===== config.mk =====
export PLATFORM = sky130hd
export DESIGN_NAME = m4vt_merge
export DESIGN_NICKNAME = d
export VERILOG_FILES = /design/src/rtl/m4vt_pkg.sv /design/src/rtl/m4vt_merge.sv
export SDC_FILE = /design/constraint.sdc
export NUM_CORES = 1
export LEC_CHECK = 0
export BUFFER_PORTS_ARGS = -buffer_cell sky130_fd_sc_hd__buf_2
export CORE_AREA = 2 2 153 155
export CTS_CLUSTER_SIZE = 28
export DETAILED_ROUTE_END_ITERATION = 6
export DIE_AREA = 0 0 155 157
export RECOVER_POWER = 50
export SYNTH_ARGS = -nofsm -noshare
export SYNTH_HDL_FRONTEND = slang
export SYNTH_SLANG_ARGS = --single-unit

===== constraint.sdc =====
create_clock -name clock -period 3 [get_ports clock]
set_clock_uncertainty 0.2 [all_clocks]
set_input_delay 0.3 -clock clock [delete_from_list [all_inputs] [get_ports clock]]
set_output_delay 0.3 -clock clock [all_outputs]
set_load 0.05 [all_outputs]

===== src/rtl/m4vt_pkg.sv =====
// Shared types and constants for the 4x4 matrix-vector transform unit.
`timescale 1ns / 1ps
`default_nettype none

package m4vt_pkg;

   // Matrix dimension and data widths
   localparam int DIM      = 4;
   localparam int WORD_W   = 32;
   localparam int IDX_W    = 2;
   localparam int PROD_W   = 2 * WORD_W;
   localparam int PAIR_W   = PROD_W + 1;
   localparam int SUM_W    = PROD_W + 2;

   // Item opcodes
   localparam logic OP_LOAD  = 1'b0;
   localparam logic OP_XFORM = 1'b1;

   typedef logic signed [WORD_W-1:0] word_type;
   typedef word_type [DIM-1:0]       row_type;
   typedef row_type [DIM-1:0]        matrix_type;
   typedef logic signed [SUM_W-1:0]  sum_type;
   typedef sum_type [DIM-1:0]        sum_vec_type;

   // Load enables for the lane pipeline registers
   typedef struct packed {
      logic s1_en;
      logic s2_en;
   } stage_en_type;

   typedef struct packed {
      word_type out_x;
      word_type out_y;
      word_type out_z;
      word_type out_w;
      logic     overflow;
   } result_type;

endpackage

`default_nettype wire


===== src/rtl/m4vt_merge.sv =====
// Merge stage: scale and clamp each lane total, combine overflow, register item.
`timescale 1ns / 1ps
`default_nettype none

module m4vt_merge #(
   parameter int FRAC_BITS = 16
) (
   input  wire logic                 clock,
   input  wire logic                 load_en,
   input  wire m4vt_pkg::sum_vec_type totals,
   output m4vt_pkg::result_type      result
);

   localparam int Dim   = m4vt_pkg::DIM;
   localparam int WordW = m4vt_pkg::WORD_W;
   localparam int SumW  = m4vt_pkg::SUM_W;
   localparam m4vt_pkg::word_type WordMax = {1'b0, {(WordW-1){1'b1}}};
   localparam m4vt_pkg::word_type WordMin = {1'b1, {(WordW-1){1'b0}}};

   m4vt_pkg::sum_type    shifted [Dim];
   m4vt_pkg::word_type   sat_val [Dim];
   logic [Dim-1:0]       clamp;
   m4vt_pkg::result_type result_in;
   m4vt_pkg::result_type result_ff;

   // Drop fraction bits (floor) and clamp to the word range
   always_comb begin
      for (int r = 0; r < Dim; r++) begin
         shifted[r] = totals[r] >>> FRAC_BITS;
         clamp[r]   = !((&shifted[r][SumW-1:WordW-1]) || !(|shifted[r][SumW-1:WordW-1]));
         if (clamp[r]) begin
            sat_val[r] = shifted[r][SumW-1] ? WordMin : WordMax;
         end else begin
            sat_val[r] = shifted[r][WordW-1:0];
         end
      end
      result_in.out_x    = sat_val[0];
      result_in.out_y    = sat_val[1];
      result_in.out_z    = sat_val[2];
      result_in.out_w    = sat_val[3];
      result_in.overflow = |clamp;
   end

   // Hold the finished item until taken
   always_ff @(posedge clock) begin
      if (load_en) begin
         result_ff <= result_in;
      end
   end

   assign result = result_ff;

endmodule

`default_nettype wire


==> results.ini <==
[synthesis]
postSynthNetCount=608
postSynthCellCount=342
synth-seq-area-share_pct=69.0
synth_area_sq_um=5610
yosys_warnings=0
syn-mean-instance-area_sq_um=16.4
yosysUniqueCellTypes=16
synth-seq-cells=129

[sta]
post-route-min-period_ps=2540
fmax_ghz=0.393
rsz0062_at_grt=no
slew_violations=0
finalSetupViolations=0
setup_slack_ps=455
setup-tns-final_ps=0
hold_violations=0
tightest_slew_ps=1250
maxSlewHeadroom_pct=16.8
period_share_pct=84.8

[floorplanning]
rows=55
dieArea_sq_um=24300
die_w_um=155
core_sq_um=22500
initial_core_util_pct=24.9
die_h_um=157
pin_count=395

[critical_path]
cp.arrival_ps=2620
crit_buf_inv=3
crit_family=buffers and inverters
crit_chain=dlygate4sd3_1, clkbuf_1, nor4_1, nand4_1, nor4_2, a31o_2, buf_4, a21o_1
critPathLaunchType=primary input
path_class=primary input to flop
worstPathRequired_ps=3070
crit_fanout=17
max_stage_delay_ps=550
crit_slowest_cell=dlygate4sd3_1
cp-end-kind=flop

[clock_network]
ctsRootBufferMaster=clkbuf_16
clkTransAtPathRegs_ps=60
cts_tree=yes
cts_buffer_depth=2
cts.sinks=129
htreeDepth=4
cts_buffers=17

[routing]
drt_pass1_iterations=4
drc=0
vias=4816
vias_per_cell=4.38
avgRoutedWirePerCell_um=14.9
drtIter0Drc=211
drtAntennaViolNets=0
wirelength_um=16400

[final_layout]
layout_common_cells=buf_2 (265), edfxtp_1 (129), dlygate4sd3_1 (128)
area_growth_pct=66.7
fin_nets=1068
antenna-diode-count=0
mostFrequentLayoutCell=buf_2
drive_above_1_share_pct=49.6
nFillCells=2112
largest_register_ffs=129
finalNonFillerCells=1099

[power_and_ir_drop]
power_frac_clock_pct=41.8
cellLeakagePower_uw=0.00416
p_seq_share_pct=39.1
internal_power_uw=4040
pwr-share-comb_pct=19.1
power_density_nw_per_um2=597
switching_power_uw=1540
swShare_pct=27.5
ir_drop_v=0.000318

[placement]
io_buffers=330
place_hpwl_um=11000
dp_slack_ps=585
gp_congestion=0.748
dp.cells=940

[outcome]
status=completed

[worst_hold_path]
min_path_cells=4
holdPathEnd=result[0]
hold_class=primary input to flop
hold_start=totals[261]

[grt]
grt.busiest_layer=met2
met3_usage_pct=5.04
grt_pass1_wl_um=24900
overflow=0
met2_usage_pct=24.0
grt.total_usage_pct=13.2
grt_pass1_vias=4976
grt_max_degree=49
antenna_found_initial=0
grt.met1_usage_pct=13.4

[job]
cap_violations=0

-- cells in the mapped netlist (all sizes together) --
cell / n / area share [%]
dlygate4sd3: 3 / 0.54
a311oi: 4 / 0.96
nand4: 21 / 2.3
a31o: 4 / 0.62
a21o: 124 / 18
clkbuf: 1 / 0.067
buf: 24 / 4.3
edfxtp: 129 / 69
nor2: 8 / 0.54
nor4: 20 / 2.7
and3: 4 / 0.45
-- cell families (layout without fill, tap and decap cells) --
group           count (synthesis)  in the layout  share of synthesized area, %
compound gates                132            132                          20.1
buf+inv                        28            500                          4.88
flops                         129            129                          69.0
simple gates                   53             53                          6.00
-- metrics by stage --
step | total power [uW] | area [sq um] | util, % | hold WS [ps]
after floorplan | 2840 | 5610 | - | 212
after CTS | 5670 | 9450 | 42.0 | 1.97
after global placement | 3160 | 7520 | 33.4 | 355
after global routing | 5800 | 9350 | 41.6 | 360
after detailed placement | 3170 | 7520 | 33.4 | 362
final | 5580 | 9350 | 41.6 | 360
-- power by group through the flow --
stage | clock network (uW) | logic [uW] | registers (uW)
floorplan | 0 | 119 | 2720
global placement | 0 | 954 | 2210
detailed placement | 0 | 959 | 2210
CTS | 2410 | 1090 | 2180
global route | 2490 | 1120 | 2190
finish | 2330 | 1070 | 2180
-- final cells by class --
type | instances | area, sq um | area share (%)
flip-flops and latches | 129 | 3870 | 41.4
repair buffers | 469 | 2940 | 31.5
multi-input cells | 185 | 1510 | 16.2
clock buffers | 17 | 425 | 4.55
well taps | 285 | 357 | 3.81
clock inverters | 14 | 238 | 2.54
-- routing by layer --
metal / part of all wire, % / up-vias
met3: 8.2 / 20
met1: 38 / 2290
met5: 0 / -
li1: - / 2293
met4: 1.9 / 0
met2: 52 / 213
-- repair_timing --
item,in CTS,in global routing
buffers inserted,0,0
hold endpoints to repair,127,1
gates resized for setup,0,0
hold buffers,127,1
-- how the worst max path moves through the flow --
stage	startpoint	end	slack (ps)	depth (start not counted)
global route	totals[197]	result[45]	190	8
finish	totals[65]	result[126]	460	8
global placement	totals[197]	result[33]	580	7
detailed placement	totals[54]	result[100]	580	7
floorplan	totals[58]	result[118]	1200	6
CTS	totals[197]	result[44]	480	8
Power figures use the tool's default switching activity.
