--- src/rtl/m4vt_pkg.sv ---
// Shared types and constants for the 4x4 matrix-vector transform unit.
`timescale 1ns / 1ps
`default_nettype none

package m4vt_pkg;

   // Matrix dimension and data widths
   localparam int DIM      = 4;
   localparam int WORD_W   = 32;
   localparam int IDX_W    = 2;
   localparam int PROD_W   = 2 * WORD_W;
   localparam int PAIR_W   = PROD_W + 1;
   localparam int SUM_W    = PROD_W + 2;

   // Item opcodes
   localparam logic OP_LOAD  = 1'b0;
   localparam logic OP_XFORM = 1'b1;

   typedef logic signed [WORD_W-1:0] word_type;
   typedef word_type [DIM-1:0]       row_type;
   typedef row_type [DIM-1:0]        matrix_type;
   typedef logic signed [SUM_W-1:0]  sum_type;
   typedef sum_type [DIM-1:0]        sum_vec_type;

   // Load enables for the lane pipeline registers
   typedef struct packed {
      logic s1_en;
      logic s2_en;
   } stage_en_type;

   typedef struct packed {
      word_type out_x;
      word_type out_y;
      word_type out_z;
      word_type out_w;
      logic     overflow;
   } result_type;

endpackage

`default_nettype wire

--- src/rtl/m4vt_coef_store.sv ---
// Sixteen-entry coefficient store, row-major, cleared at reset.
`timescale 1ns / 1ps
`default_nettype none

module m4vt_coef_store (
   input  wire logic                       clock,
   input  wire logic                       reset,
   input  wire logic                       wr_en,
   input  wire logic [m4vt_pkg::IDX_W-1:0] wr_row,
   input  wire logic [m4vt_pkg::IDX_W-1:0] wr_col,
   input  wire m4vt_pkg::word_type         wr_value,
   output m4vt_pkg::matrix_type            matrix
);

   localparam int Entries = m4vt_pkg::DIM * m4vt_pkg::DIM;

   m4vt_pkg::word_type store_ff [Entries];

   // Write one coefficient; clear all of them on reset
   always_ff @(posedge clock) begin
      if (reset) begin
         for (int i = 0; i < Entries; i++) begin
            store_ff[i] <= '0;
         end
      end else if (wr_en) begin
         store_ff[{wr_row, wr_col}] <= wr_value;
      end
   end

   // Present every entry at its fixed place in the matrix
   for (genvar r = 0; r < m4vt_pkg::DIM; r++) begin : g_row
      for (genvar c = 0; c < m4vt_pkg::DIM; c++) begin : g_col
         assign matrix[r][c] = store_ff[r * m4vt_pkg::DIM + c];
      end
   end

endmodule

`default_nettype wire

--- config.mk ---
export PLATFORM = sky130hd
export DESIGN_NAME = m4vt_coef_store
export DESIGN_NICKNAME = d
export VERILOG_FILES = /design/src/rtl/m4vt_pkg.sv /design/src/rtl/m4vt_coef_store.sv
export SDC_FILE = /design/constraint.sdc
export NUM_CORES = 1
export LEC_CHECK = 0
export BUFFER_PORTS_ARGS = -buffer_cell sky130_fd_sc_hd__buf_2
export CAP_MARGIN = 40
export CORE_AREA = 2 2 212 214
export CTS_CLUSTER_DIAMETER = 60
export DETAILED_ROUTE_END_ITERATION = 10
export DIE_AREA = 0 0 214 216
export GPL_ROUTABILITY_DRIVEN = 0
export PLACE_DENSITY_LB_ADDON = 0.1
export SYNTH_ARGS = -nofsm -noshare
export SYNTH_HDL_FRONTEND = slang
export SYNTH_SLANG_ARGS = --single-unit
--- constraint.sdc ---
create_clock -name clock -period 5.9 [get_ports clock]
set_clock_uncertainty 0.05 [all_clocks]
set_input_delay 0.59 -clock clock [delete_from_list [all_inputs] [get_ports clock]]
set_output_delay 0.59 -clock clock [all_outputs]
set_load 0.01 [all_outputs]
==> results.py <==
metrics = {
    "finish": {
        "largest_reg_flops": 512,
        "regMostFlops": "store_ff",
        "syn_to_final_growth_pct": 30.82,
        "postLayoutCoreUtil_pct": 57.59,
        "diodes": 0,
        "drive_above_1_share_pct": 43.94,
        "multiInputGateArea_sq_um": 3388,
        "reg_top3": "store_ff: 512 flops",
        "seq_area_sq_um": 15370,
        "num-fill-cells": 3495,
        "final_nets": 1781,
    },
    "grt": {
        "grt_pass1_wl_mm": 92.16,
        "grt-ovfl-total": 0,
        "antenna_found_initial": 0,
        "grt_max_degree": 83,
        "grt.total_usage_pct": 27.35,
        "grt_pass1_vias": 12940,
    },
    "sta": {
        "fin_crit_ns": 2.611,
        "fin_tns_setup_ns": 0,
        "slew_violations": 0,
        "holdWs_ns": 0.4597,
        "setup_viol": 0,
        "finalCritPeriodShare_pct": 44.26,
        "tightest_slew_ns": 0.9298,
        "finalHoldViolCount": 0,
        "max_freq_mhz": 383.0,
        "relSlewSlack_pct": 37.95,
        "rsz0062_at_grt": "false",
    },
    "synthesis": {
        "synth.net_count": 1271,
        "seq_area_frac_synth_pct": 79.67,
        "synth_top_area_share_pct": 79.67,
        "ys_types": 15,
        "synth.avg_cell_area_sq_um": 15.66,
        "ys.warnings.count": 0,
        "syn_area_sq_um": 19300,
        "synth_area_leader_cell": "edfxtp_1",
        "ys_seq_elements": 512,
        "synthTopCellsByArea": "edfxtp_1 (80%), nor3_1 (11%), nor3_2 (4.1%)",
        "syn_inst": 1232,
    },
    "die": {
        "die_area_sq_um": 46220,
        "rows": 77,
        "fp.dieW_microns": 214,
        "core_sq_um": 43840,
        "boundaryPins": 551,
        "die_h_microns": 216,
        "initial_utilization_pct": 44.02,
    },
    "clock_network": {
        "cts_tree": "built",
        "postCtsSetupBuffers": 0,
        "root_buffer": "clkbuf_16",
        "cts_buffers": 53,
        "hold_buffers": 0,
        "post_cts_resized": 0,
        "path_clk_slew_ns": 0.06,
        "cts.sinks": 512,
        "cts_buffer_depth": 3,
        "htreeDepth": 2,
    },
    "pwr": {
        "powerDensity_nw_per_um2": 333.5,
        "ir_drop_mv": 0.2181,
        "power_leakage_nw": 9.006,
    },
    "routing": {
        "drt_iter0_drc": 1299,
        "drtPass1Iterations": 5,
        "routed_wl_mm": 64.42,
        "num_vias": 13040,
        "drc": 0,
        "viasPerCell": 5.491,
        "antenna_left": 0,
        "routedWlPerCell_microns": 27.13,
    },
    "outcome": {
        "status": "finished, final reports clean",
    },
    "critical_path": {
        "cp_slowest_stage_delay_ns": 0.82,
        "path_cells": "buf_2, or4b_4, buf_4, o21bai_4, buf_16",
        "cp-end-kind": "register",
        "crit_family": "buffers and inverters",
        "critPathSlowestCell": "or4b_4",
        "crit_arrival_ns": 2.85,
        "critical_path_class": "input port to register",
        "startpoint_type": "input port",
        "crit_fanout": 45,
        "critPathRequiredTime_ns": 6.14,
        "path_buf_inv": 3,
    },
    "placed_design": {
        "portBuffers": 550,
        "hpwl_mm": 42.88,
    },
    "flow_run": {
        "max_cap_viol_count": 0,
    },
    "min_path": {
        "hp-class": "input port to register",
    },
}
## layout make-up
| class | instances | share of cell area (%) |
|---|---|---|
| sequential | 512 | 60.90 |
| timing repair buffer | 607 | 15.54 |
| multi-input combinational | 536 | 13.42 |
| clock buffer | 63 | 5.402 |
| tap | 592 | 2.934 |
| clock inverter | 32 | 1.318 |
| inverter | 32 | 0.4758 |
## per-layer routing
layer	GRT usage [%]	wire, microns	up-vias
met5	0	0	-
met4	8.112	1825	0
met3	9.133	6442	99
met2	43.60	30490	614
met1	35.74	25650	6637
li1	-	-	5685
## Yosys cell counts
cell type	instances
o21bai_1	16
buf_6	9
buf_2	14
clkbuf_1	121
nor3_1	432
nand4b_1	1
inv_1	32
nand2b_1	2
nand2_1	1
or2_2	1
or4b_1	1
nor3_2	80
buf_1	8
edfxtp_1	512
nand4bb_1	2
## through the flow
stage	total power, mW	instance area, sq um	setup slack (ns)	std cells
after floorplan	4.668	19300	2.296	1232
after global placement	5.069	22470	2.486	2235
after detailed placement	5.158	23550	2.689	2279
after CTS	8.479	25240	3.326	2374
after global routing	8.649	25240	3.201	2374
final	8.419	25240	3.289	2374
## cell families after synthesis
group	Yosys count	share of synthesized area [%]
simple gates	520	15.68
buf+inv	184	4.020
flops	512	79.67
compound gates	16	0.6225
## report_power, final
part | switching [mW] | internal [mW] | total (mW)
Sequential | 0.0639 | 4.21 | 4.27
Combinational | 0.559 | 0.249 | 0.808
Clock | 1.39 | 1.95 | 3.34
## cell usage in the layout (no fill, tap or decap), types with 2 or more instances in the layout
cell        Yosys  routed
buf_2          14     550
nor3_2         80      80
buf_16          0      29
nand2b_4        0       2
inv_1          32      32
clkinv_2        0       9
clkbuf_16       0      53
clkinvlp_4      0       2
clkinv_1        0      12
bufinv_16       0       7
o21bai_4        0      16
buf_4           0      13
clkbuf_1      121      10
edfxtp_1      512     512
buf_12          0      10
buf_8           0       5
nor3_1        432     432
nand4bb_4       0       2
## final timing paths
check,from,endpoint,depth (start not counted)
max,reset,store_ff[0][13]$_SDFFCE_PN0P_,5
min,wr_value[30],store_ff[12][30]$_SDFFCE_PN0P_,3
Note: power is estimated with default switching activity, not from simulation.
